`src/hw/rtl/touch_event_generator_core_defines.svh`:
```
// Assertion macros shared by the touch event generator RTL.
// Expects a clock named clk and an active-low reset named rst_n in scope.
`ifndef TOUCH_EVENT_GENERATOR_CORE_DEFINES_SVH
`define TOUCH_EVENT_GENERATOR_CORE_DEFINES_SVH

// Same-cycle implication.
`define TEG_ASSERT(label, ante, cons, msg) \
    label: assert property (@(posedge clk) disable iff (!rst_n) (ante) |-> (cons)) \
        else $error(msg);

// Next-cycle implication.
`define TEG_ASSERT_NEXT(label, ante, cons, msg) \
    label: assert property (@(posedge clk) disable iff (!rst_n) (ante) |=> (cons)) \
        else $error(msg);

`endif

```
`src/hw/rtl/teg_pkg.sv`:
```
// Types, event codes and record table for the touch event generator.
// No dependencies; used by teg_div and touch_event_generator_core.
package teg_pkg;

    localparam int VALUE_BITS = 13;

    localparam logic [1:0] EV_SYN = 2'd0;
    localparam logic [1:0] EV_KEY = 2'd1;
    localparam logic [1:0] EV_ABS = 2'd3;

    localparam logic [8:0] CODE_SYN_REPORT = 9'd0;
    localparam logic [8:0] CODE_ABS_X      = 9'd0;
    localparam logic [8:0] CODE_ABS_Y      = 9'd1;
    localparam logic [8:0] CODE_TOOL_FINGER = 9'd325;
    localparam logic [8:0] CODE_TOUCH      = 9'd330;

    localparam logic [1:0] ROT_0   = 2'd0;
    localparam logic [1:0] ROT_90  = 2'd1;
    localparam logic [1:0] ROT_180 = 2'd2;
    localparam logic [1:0] ROT_270 = 2'd3;

    typedef enum logic [1:0] {
        KIND_NOOP,
        KIND_RELEASE,
        KIND_PRESS_NEW,
        KIND_PRESS_MOVE
    } teg_kind_t;

    typedef struct packed {
        logic busy;
        logic done;
    } teg_div_status_t;

    typedef struct packed {
        logic [1:0]            ev_type;
        logic [8:0]            code;
        logic [VALUE_BITS-1:0] value;
        logic                  last;
        logic                  no_op;
    } teg_record_t;

    function automatic teg_record_t teg_record(
        input teg_kind_t             kind,
        input logic [2:0]            idx,
        input logic [VALUE_BITS-1:0] sx,
        input logic [VALUE_BITS-1:0] sy
    );
        teg_record_t r;
        logic [2:0]  j;
        r = '{default: '0};
        j = idx;
        case (kind)
            KIND_NOOP:
            begin
                r.ev_type = EV_SYN;
                r.code    = CODE_SYN_REPORT;
                r.last    = 1'b1;
                r.no_op   = 1'b1;
            end
            KIND_RELEASE:
            begin
                case (idx)
                    3'd0:
                    begin
                        r.ev_type = EV_KEY;
                        r.code    = CODE_TOUCH;
                    end
                    3'd1:
                    begin
                        r.ev_type = EV_KEY;
                        r.code    = CODE_TOOL_FINGER;
                    end
                    default:
                    begin
                        r.ev_type = EV_SYN;
                        r.code    = CODE_SYN_REPORT;
                        r.last    = 1'b1;
                    end
                endcase
            end
            default:
            begin
                if (kind == KIND_PRESS_NEW && idx < 3'd2)
                begin
                    r.ev_type = EV_KEY;
                    r.code    = (idx == 3'd0) ? CODE_TOUCH : CODE_TOOL_FINGER;
                    r.value   = VALUE_BITS'(1);
                end
                else
                begin
                    if (kind == KIND_PRESS_NEW)
                    begin
                        j = idx - 3'd2;
                    end
                    case (j)
                        3'd0:
                        begin
                            r.ev_type = EV_ABS;
                            r.code    = CODE_ABS_X;
                            r.value   = sx;
                        end
                        3'd1:
                        begin
                            r.ev_type = EV_ABS;
                            r.code    = CODE_ABS_Y;
                            r.value   = sy;
                        end
                        default:
                        begin
                            r.ev_type = EV_SYN;
                            r.code    = CODE_SYN_REPORT;
                            r.last    = 1'b1;
                        end
                    endcase
                end
            end
        endcase
        return r;
    endfunction

endpackage

```
`src/hw/rtl/teg_div.sv`:
```
// Shared radix-2 restoring divider that scales one axis coordinate.
// Uses teg_pkg for the status struct; instantiated by touch_event_generator_core.
module teg_div #(
    parameter int COORD_BITS   = 12,
    parameter int OUTPUT_SCALE = 4096
) (
    input  logic                                    clk,
    input  logic                                    rst_n,
    input  logic                                    start,
    input  logic signed [COORD_BITS:0]              coord,
    input  logic [COORD_BITS-1:0]                   dim,
    output teg_pkg::teg_div_status_t                status,
    output logic [$clog2(OUTPUT_SCALE+1)-1:0]       quotient
);

    localparam int QB = $clog2(OUTPUT_SCALE + 1);
    localparam int NB = COORD_BITS + QB + 2;
    localparam int CW = $clog2(QB + 1);

    logic                  busy_reg;
    logic                  done_reg;
    logic [CW-1:0]         cnt_reg;
    logic [COORD_BITS:0]   rem_reg;
    logic [QB-1:0]         quo_reg;

    logic [NB-1:0]         num;
    logic [COORD_BITS:0]   div2;
    logic [COORD_BITS+1:0] shifted;
    logic                  fits;
    logic                  is_neg;
    logic                  is_sat;

    assign div2    = {dim, 1'b0};
    assign num     = NB'({coord[COORD_BITS-1:0], 1'b0}) * NB'(OUTPUT_SCALE) + NB'(dim);
    assign is_neg  = coord[COORD_BITS];
    assign is_sat  = !is_neg && (coord[COORD_BITS-1:0] >= dim);
    assign shifted = {rem_reg, quo_reg[QB-1]};
    assign fits    = shifted >= {1'b0, div2};

    always_ff @(posedge clk or negedge rst_n)
    begin
        if (!rst_n)
        begin
            busy_reg <= 1'b0;
            done_reg <= 1'b0;
            cnt_reg  <= '0;
        end
        else
        begin
            done_reg <= 1'b0;
            if (start)
            begin
                if (is_neg || is_sat)
                begin
                    quo_reg  <= is_neg ? '0 : QB'(OUTPUT_SCALE);
                    done_reg <= 1'b1;
                end
                else
                begin
                    rem_reg  <= num[QB+COORD_BITS:QB];
                    quo_reg  <= num[QB-1:0];
                    cnt_reg  <= CW'(QB);
                    busy_reg <= 1'b1;
                end
            end
            else if (busy_reg)
            begin
                rem_reg <= fits ? (COORD_BITS+1)'(shifted - {1'b0, div2})
                                : shifted[COORD_BITS:0];
                quo_reg <= {quo_reg[QB-2:0], fits};
                cnt_reg <= cnt_reg - CW'(1);
                if (cnt_reg == CW'(1))
                begin
                    busy_reg <= 1'b0;
                    done_reg <= 1'b1;
                end
            end
        end
    end

    assign status.busy = busy_reg;
    assign status.done = done_reg;
    assign quotient    = quo_reg;

endmodule

```
`src/hw/rtl/touch_event_generator_core.sv`:
```
// Touch event generator: a press runs the two axis divisions, x then y, on the one shared
// restoring divider (Q = $clog2(OUTPUT_SCALE+1) quotient bits, 13 at the default scale, one
// quotient bit per cycle; an axis that clamps to zero or saturates skips the iterations),
// then loads its records while the output side takes words; a release skips the divider
// and loads its records directly.
// The block takes no new report until the last record is loaded.
// Depends on teg_pkg, teg_div and touch_event_generator_core_defines.svh.
module touch_event_generator_core #(
    parameter int COORD_BITS   = 12,
    parameter int OUTPUT_SCALE = 4096
) (
    input  logic                                   clk,
    input  logic                                   rst_n,
    input  logic                                   rotation_we,
    input  logic [1:0]                             rotation_wdata,
    input  logic                                   s_tvalid,
    output logic                                   s_tready,
    // x, y, frame_width, frame_height
    input  logic [((4*COORD_BITS+7)/8)*8-1:0]      s_tdata,
    // command
    input  logic                                   s_tuser,
    output logic                                   m_tvalid,
    input  logic                                   m_tready,
    // event_type, event_code, event_value
    output logic [23:0]                            m_tdata,
    // no_op
    output logic                                   m_tuser,
    output logic                                   m_tlast
);

    localparam int CB = COORD_BITS;
    localparam int QB = $clog2(OUTPUT_SCALE + 1);

    typedef enum logic [1:0] {
        ST_IDLE,
        ST_DIV,
        ST_EMIT
    } state_t;

    state_t                          state_reg;
    logic                            touch_active_reg;
    logic [1:0]                      rotation_reg;
    logic                            div_start_reg;
    logic                            axis_y_reg;
    logic [2:0]                      idx_reg;
    teg_pkg::teg_kind_t              kind_reg;
    logic signed [CB:0]              tx_reg;
    logic signed [CB:0]              ty_reg;
    logic [CB-1:0]                   dx_reg;
    logic [CB-1:0]                   dy_reg;
    logic [teg_pkg::VALUE_BITS-1:0]  sx_reg;
    logic [teg_pkg::VALUE_BITS-1:0]  sy_reg;
    logic                            m_tvalid_reg;
    logic [23:0]                     m_tdata_reg;
    logic                            m_tuser_reg;
    logic                            m_tlast_reg;

    logic [CB-1:0]                   in_x;
    logic [CB-1:0]                   in_y;
    logic [CB-1:0]                   in_fw;
    logic [CB-1:0]                   in_fh;
    logic [CB-1:0]                   dim_w;
    logic [CB-1:0]                   dim_h;
    logic signed [CB:0]              tx_next;
    logic signed [CB:0]              ty_next;
    logic                            in_accept;
    logic                            out_load;
    teg_pkg::teg_div_status_t        div_status;
    logic [QB-1:0]                   div_q;
    teg_pkg::teg_record_t            rec;

    assign in_x  = s_tdata[CB-1:0];
    assign in_y  = s_tdata[2*CB-1:CB];
    assign in_fw = s_tdata[3*CB-1:2*CB];
    assign in_fh = s_tdata[4*CB-1:3*CB];

    assign dim_w = rotation_reg[0] ? in_fh : in_fw;
    assign dim_h = rotation_reg[0] ? in_fw : in_fh;

    always_comb
    begin
        case (rotation_reg)
            teg_pkg::ROT_90:
            begin
                tx_next = $signed({1'b0, dim_w}) - $signed({1'b0, in_y});
                ty_next = $signed({1'b0, in_x});
            end
            teg_pkg::ROT_180:
            begin
                tx_next = $signed({1'b0, dim_w}) - $signed({1'b0, in_x});
                ty_next = $signed({1'b0, dim_h}) - $signed({1'b0, in_y});
            end
            teg_pkg::ROT_270:
            begin
                tx_next = $signed({1'b0, in_y});
                ty_next = $signed({1'b0, dim_h}) - $signed({1'b0, in_x});
            end
            default:
            begin
                tx_next = $signed({1'b0, in_x});
                ty_next = $signed({1'b0, in_y});
            end
        endcase
    end

    assign s_tready  = (state_reg == ST_IDLE);
    assign in_accept = s_tvalid && s_tready;
    assign out_load  = (state_reg == ST_EMIT) && (!m_tvalid_reg || m_tready);
    assign rec       = teg_pkg::teg_record(kind_reg, idx_reg, sx_reg, sy_reg);

    teg_div #(
        .COORD_BITS   (COORD_BITS),
        .OUTPUT_SCALE (OUTPUT_SCALE)
    ) u_div (
        .clk      (clk),
        .rst_n    (rst_n),
        .start    (div_start_reg),
        .coord    (axis_y_reg ? ty_reg : tx_reg),
        .dim      (axis_y_reg ? dy_reg : dx_reg),
        .status   (div_status),
        .quotient (div_q)
    );

    always_ff @(posedge clk or negedge rst_n)
    begin
        if (!rst_n)
        begin
            state_reg        <= ST_IDLE;
            touch_active_reg <= 1'b0;
            rotation_reg     <= teg_pkg::ROT_0;
            div_start_reg    <= 1'b0;
            axis_y_reg       <= 1'b0;
            idx_reg          <= '0;
            kind_reg         <= teg_pkg::KIND_NOOP;
            m_tvalid_reg     <= 1'b0;
        end
        else
        begin
            div_start_reg <= 1'b0;
            if (rotation_we)
            begin
                rotation_reg <= rotation_wdata;
            end
            if (out_load)
            begin
                m_tvalid_reg <= 1'b1;
            end
            else if (m_tready)
            begin
                m_tvalid_reg <= 1'b0;
            end
            case (state_reg)
                ST_IDLE:
                begin
                    if (in_accept)
                    begin
                        idx_reg <= '0;
                        if (s_tuser)
                        begin
                            kind_reg         <= touch_active_reg ? teg_pkg::KIND_PRESS_MOVE
                                                                 : teg_pkg::KIND_PRESS_NEW;
                            touch_active_reg <= 1'b1;
                            tx_reg           <= tx_next;
                            ty_reg           <= ty_next;
                            dx_reg           <= (dim_w == '0) ? CB'(1) : dim_w;
                            dy_reg           <= (dim_h == '0) ? CB'(1) : dim_h;
                            axis_y_reg       <= 1'b0;
                            div_start_reg    <= 1'b1;
                            state_reg        <= ST_DIV;
                        end
                        else
                        begin
                            kind_reg         <= touch_active_reg ? teg_pkg::KIND_RELEASE
                                                                 : teg_pkg::KIND_NOOP;
                            touch_active_reg <= 1'b0;
                            state_reg        <= ST_EMIT;
                        end
                    end
                end
                ST_DIV:
                begin
                    if (div_status.done)
                    begin
                        if (!axis_y_reg)
                        begin
                            sx_reg        <= teg_pkg::VALUE_BITS'(div_q);
                            axis_y_reg    <= 1'b1;
                            div_start_reg <= 1'b1;
                        end
                        else
                        begin
                            sy_reg    <= teg_pkg::VALUE_BITS'(div_q);
                            state_reg <= ST_EMIT;
                        end
                    end
                end
                ST_EMIT:
                begin
                    if (out_load)
                    begin
                        m_tdata_reg  <= {rec.value, rec.code, rec.ev_type};
                        m_tuser_reg  <= rec.no_op;
                        m_tlast_reg  <= rec.last;
                        if (rec.last)
                        begin
                            state_reg <= ST_IDLE;
                        end
                        else
                        begin
                            idx_reg <= idx_reg + 3'd1;
                        end
                    end
                end
                default:
                begin
                    state_reg <= ST_IDLE;
                end
            endcase
        end
    end

    assign m_tvalid = m_tvalid_reg;
    assign m_tdata  = m_tdata_reg;
    assign m_tuser  = m_tuser_reg;
    assign m_tlast  = m_tlast_reg;

`include "touch_event_generator_core_defines.svh"

    `TEG_ASSERT(a_ready_div_idle, s_tready, !div_status.busy && !div_status.done, "divider active while ready")
    `TEG_ASSERT(a_noop_is_last, m_tvalid && m_tuser, m_tlast, "no-op word without last")
    `TEG_ASSERT_NEXT(a_release_clears, in_accept && !s_tuser, !touch_active_reg, "release left touch active")
    `TEG_ASSERT(a_done_in_div, div_status.done, state_reg == ST_DIV, "divider result outside division")

endmodule
```
`config.mk`:
```
export PLATFORM = sky130hd
export DESIGN_NAME = touch_event_generator_core
export DESIGN_NICKNAME = d
export VERILOG_FILES = /design/src/hw/rtl/teg_pkg.sv /design/src/hw/rtl/teg_div.sv /design/src/hw/rtl/touch_event_generator_core.sv
export VERILOG_INCLUDE_DIRS = /design/src /design/src/hw/rtl
export SDC_FILE = /design/constraint.sdc
export NUM_CORES = 1
export LEC_CHECK = 0
export ABC_AREA = 0
export ABC_CLOCK_PERIOD_IN_PS = 10600
export BUFFER_PORTS_ARGS = -buffer_cell sky130_fd_sc_hd__clkbuf_2
export CAP_MARGIN = 20
export CORE_UTILIZATION = 60
export CTS_BUF_LIST = sky130_fd_sc_hd__clkbuf_8
export CTS_CLUSTER_SIZE = 14
export DETAILED_ROUTE_END_ITERATION = 10
export PLACE_DENSITY_LB_ADDON = 0.08
export SLEW_MARGIN = 0
export SYNTH_ARGS = -nofsm -noshare
export SYNTH_HDL_FRONTEND = slang
export SYNTH_SLANG_ARGS = --single-unit
```
`constraint.sdc`:
```
create_clock -name clk -period 10.6 [get_ports clk]
set_clock_uncertainty 0.15 [all_clocks]
set_input_delay 0 -clock clk [delete_from_list [all_inputs] [get_ports clk]]
set_output_delay 0 -clock clk [all_outputs]
set_load 0.1 [all_outputs]
```
==> results.toml <==
[run_status]
status = "finished clean"

[placement]
dpl.cell_count = 996
io_buffers = 80
routabilityCongestion = 0.8970
hpwlAfterDp_um = 14390

[detailed_routing]
drt_iter0_drc = 463
drt_wl_total_um = 20310
drtPass1Iterations = 5
drt-wirelength-per-cell_um = 18.24
num_vias = 6635
drc = 0
drtAntennaViolNets = 0
vias_per_cell = 5.956

[grt]
grt_max_degree = 51
grt_overflow = 0
grtUsageMet2 = 0.4895
grt.busiest_layer = "met2"
antenna_found_initial = 0
grt_pass1_wl_um = 32420
met3_usage = 0.03782
grt_pass1_vias = 6586
use_met1 = 0.3495
track_usage = 0.2836

[timing]
hold_viol_final = 0
min_period_ps = 5168
fmax_ghz = 0.1935
final.setup.tns_ps = 0
relSlewSlack = 0.3136
fin_crit_sh = 0.4875
drv_slew = 0
tightest_slew_ps = 1030
setup_viol = 0
rsz0062_at_grt = "no"

[clocking]
cts_sinks = 141
cts_made_buffers = 17
clkTransAtPathRegs_ps = 80
ctsRootBufferMaster = "clkbuf_8"
h-tree-depth = 4
cts_setup_buffers = 0
clk_latency_ps = 440
cts.path.max_buffers = 2
cts_tree = "done"

[die]
num_rows = 43
dieArea_sq_mm = 0.01513
fp.dieH_um = 123.0
start_util = 0.6231
fp.dieW_um = 123.0
ios = 84
core_area_sq_mm = 0.01410

[cells_and_area]
multi_input_area_sq_mm = 0.004338
drive_above_1_share = 0.2099
seqCellArea_sq_mm = 0.004145
fin_cells = 1114
area_growth_pct = 19.70
nNetsFinal = 1038
largest_reg_flops = 19
nFillCells = 937
diodes = 0
final_cell_mix = "edfxtp_1 (123), dlygate4sd3_1 (83), clkbuf_2 (80), mux2_2 (62), ha_1 (58)"
final_common_cell = "edfxtp_1"

[power]
power_frac_clock = 0.178
seqPwrFrac = 0.372
sw_frac_of_total = 0.3922
power_leakage_uw = 0.004226
p_sw_uw = 885.4
power_density_mw_per_mm2 = 214.7
total_power_uw = 2258
vdd_ir_drop_max_uv = 91.53
combPwrFrac = 0.450
internal-power_uw = 1372

[flow_run]
drv_cap = 0

[synth]
syn_area_sq_mm = 0.008783
yosys_register_bits = 141
synth_edf_count = 123
ys_async_sr_fraction = 0.1277
syn_inst = 768
ys_warn_count = 0
yosysUniqueCellTypes = 62
synthFlopType = "edfxtp_1"
syn_avg_cell_area_sq_um = 11.44
synth.yosys.seq_area_share = 0.4718

[hold_path]
holdPathEnd = "rotation_reg[0]"
hp-class = "primary input to register"
hp-start = "rotation_wdata[0]"
holdPathStages = 4

[worst_setup_path]
r2r_start = "rotation_reg[0]"
reg2reg_depth = 13
worstSetupEndpointType = "register"
slowest_stage = "dfrtp_2"
startpoint_type = "register"
max_stage_delay_ps = 1060
arrival_ps = 5200
critical_path.cell_chain = "inv_1 -> ha_1 -> mux2_2 -> ha_1 -> fa_1 -> nand2b_1 -> a211oi_1 -> a211oi_1 -> a21oi_1 -> a31oi_1 -> xnor2_1 -> o221ai_1 -> dlygate4sd3_1"
r2r_end = "tx_reg[10]"
crit_type = "register to register"
required_ps = 10630
r2r_slack_ps = 5430
cp_max_fo = 49
stage by stage:
stage / util / hold WS (ps) / setup WS [ps] / instance area (sq um)
after floorplan: - / -445.6 / 6472 / 8791
after global placement: 0.6584 / -137.7 / 6293 / 9281
after detailed placement: 0.6584 / -127.0 / 6182 / 9281
after CTS: 0.7434 / 160.7 / 5623 / 10480
after global routing: 0.7459 / 239.4 / 5220 / 10510
final: 0.7459 / 199.7 / 5432 / 10510
how the worst max path moves through the flow:
stage | from | endpoint | slack (ps) | cells after the start
after global placement | rotation_reg[0] | tx_reg[10] | 6290 | 12
after CTS | rotation_reg[0] | tx_reg[10] | 5620 | 13
after floorplan | axis_y_reg | u_div.rem_reg[0] | 6470 | 12
final | rotation_reg[0] | tx_reg[10] | 5430 | 13
after global routing | rotation_reg[0] | tx_reg[10] | 5220 | 13
after detailed placement | rotation_reg[0] | tx_reg[10] | 6180 | 12
power by group through the flow:
stage	logic [uW]	clock network, uW	registers, uW
final	1020	402	839
after global routing	1110	431	850
after CTS	1010	404	839
after detailed placement	961	0	850
after global placement	934	0	843
after floorplan	744	0	862
worst max-delay path: cells and delay by family, from the launching register on:
kind	cells	cell delay [ps]
adder cells (fa/ha/maj)	3	1140
flip-flops	1	1060
AO/OA/AOI/OAI	5	1010
AND/OR/NAND/NOR	1	200
buffers and inverters	2	810
multiplexers	1	380
XOR/XNOR	1	160
layout make-up:
cell class,instances,area share
clock buffers,18,0.02356
well taps,180,0.02142
repair buffers,171,0.1240
multi-input cells,554,0.4126
flip-flops and latches,141,0.3943
clock inverters,14,0.01131
inverters,36,0.01285
layer usage:
metal  up-vias  part of all wire
met5         -                 0
met4         0             0.035
met3        52             0.046
met2       243              0.50
met1      3151              0.42
li1       3189                 -
synthesized netlist by cell type (all sizes together) (8+ instances only):
cell type,n,area share
xnor2,20,0.020
dfrtp,18,0.051
o221ai,9,0.0090
mux2,64,0.083
clkbuf,21,0.0090
o21a,8,0.0068
o2bb2ai,12,0.012
a21oi,42,0.024
nor2,56,0.024
a21o,12,0.011
a221oi,8,0.0080
mux2i,57,0.065
xor2,8,0.0080
buf,18,0.011
o21ai,28,0.017
a211oi,10,0.010
nand2b,12,0.0085
ha,58,0.083
nand2,54,0.024
edfxtp,123,0.42
inv,36,0.015
repair_timing:
action,4_1_cts,5_1_grt
hold buffers,83,0
endpoints found under the hold margin,78,0
resized for setup,0,0
cell families (layout without fill, tap and decap cells):
family	count (synthesis)	in the layout	share of synthesized area
xor+xnor	28	28	0.02792
other cells	1	3	0.0004269
compound gates	173	173	0.1375
flops	141	141	0.4718
mux	121	121	0.1479
buf+inv	75	239	0.03533
fa+ha+maj	61	61	0.08946
simple gates	168	168	0.08974
Note: power is estimated with default switching activity, not from simulation.
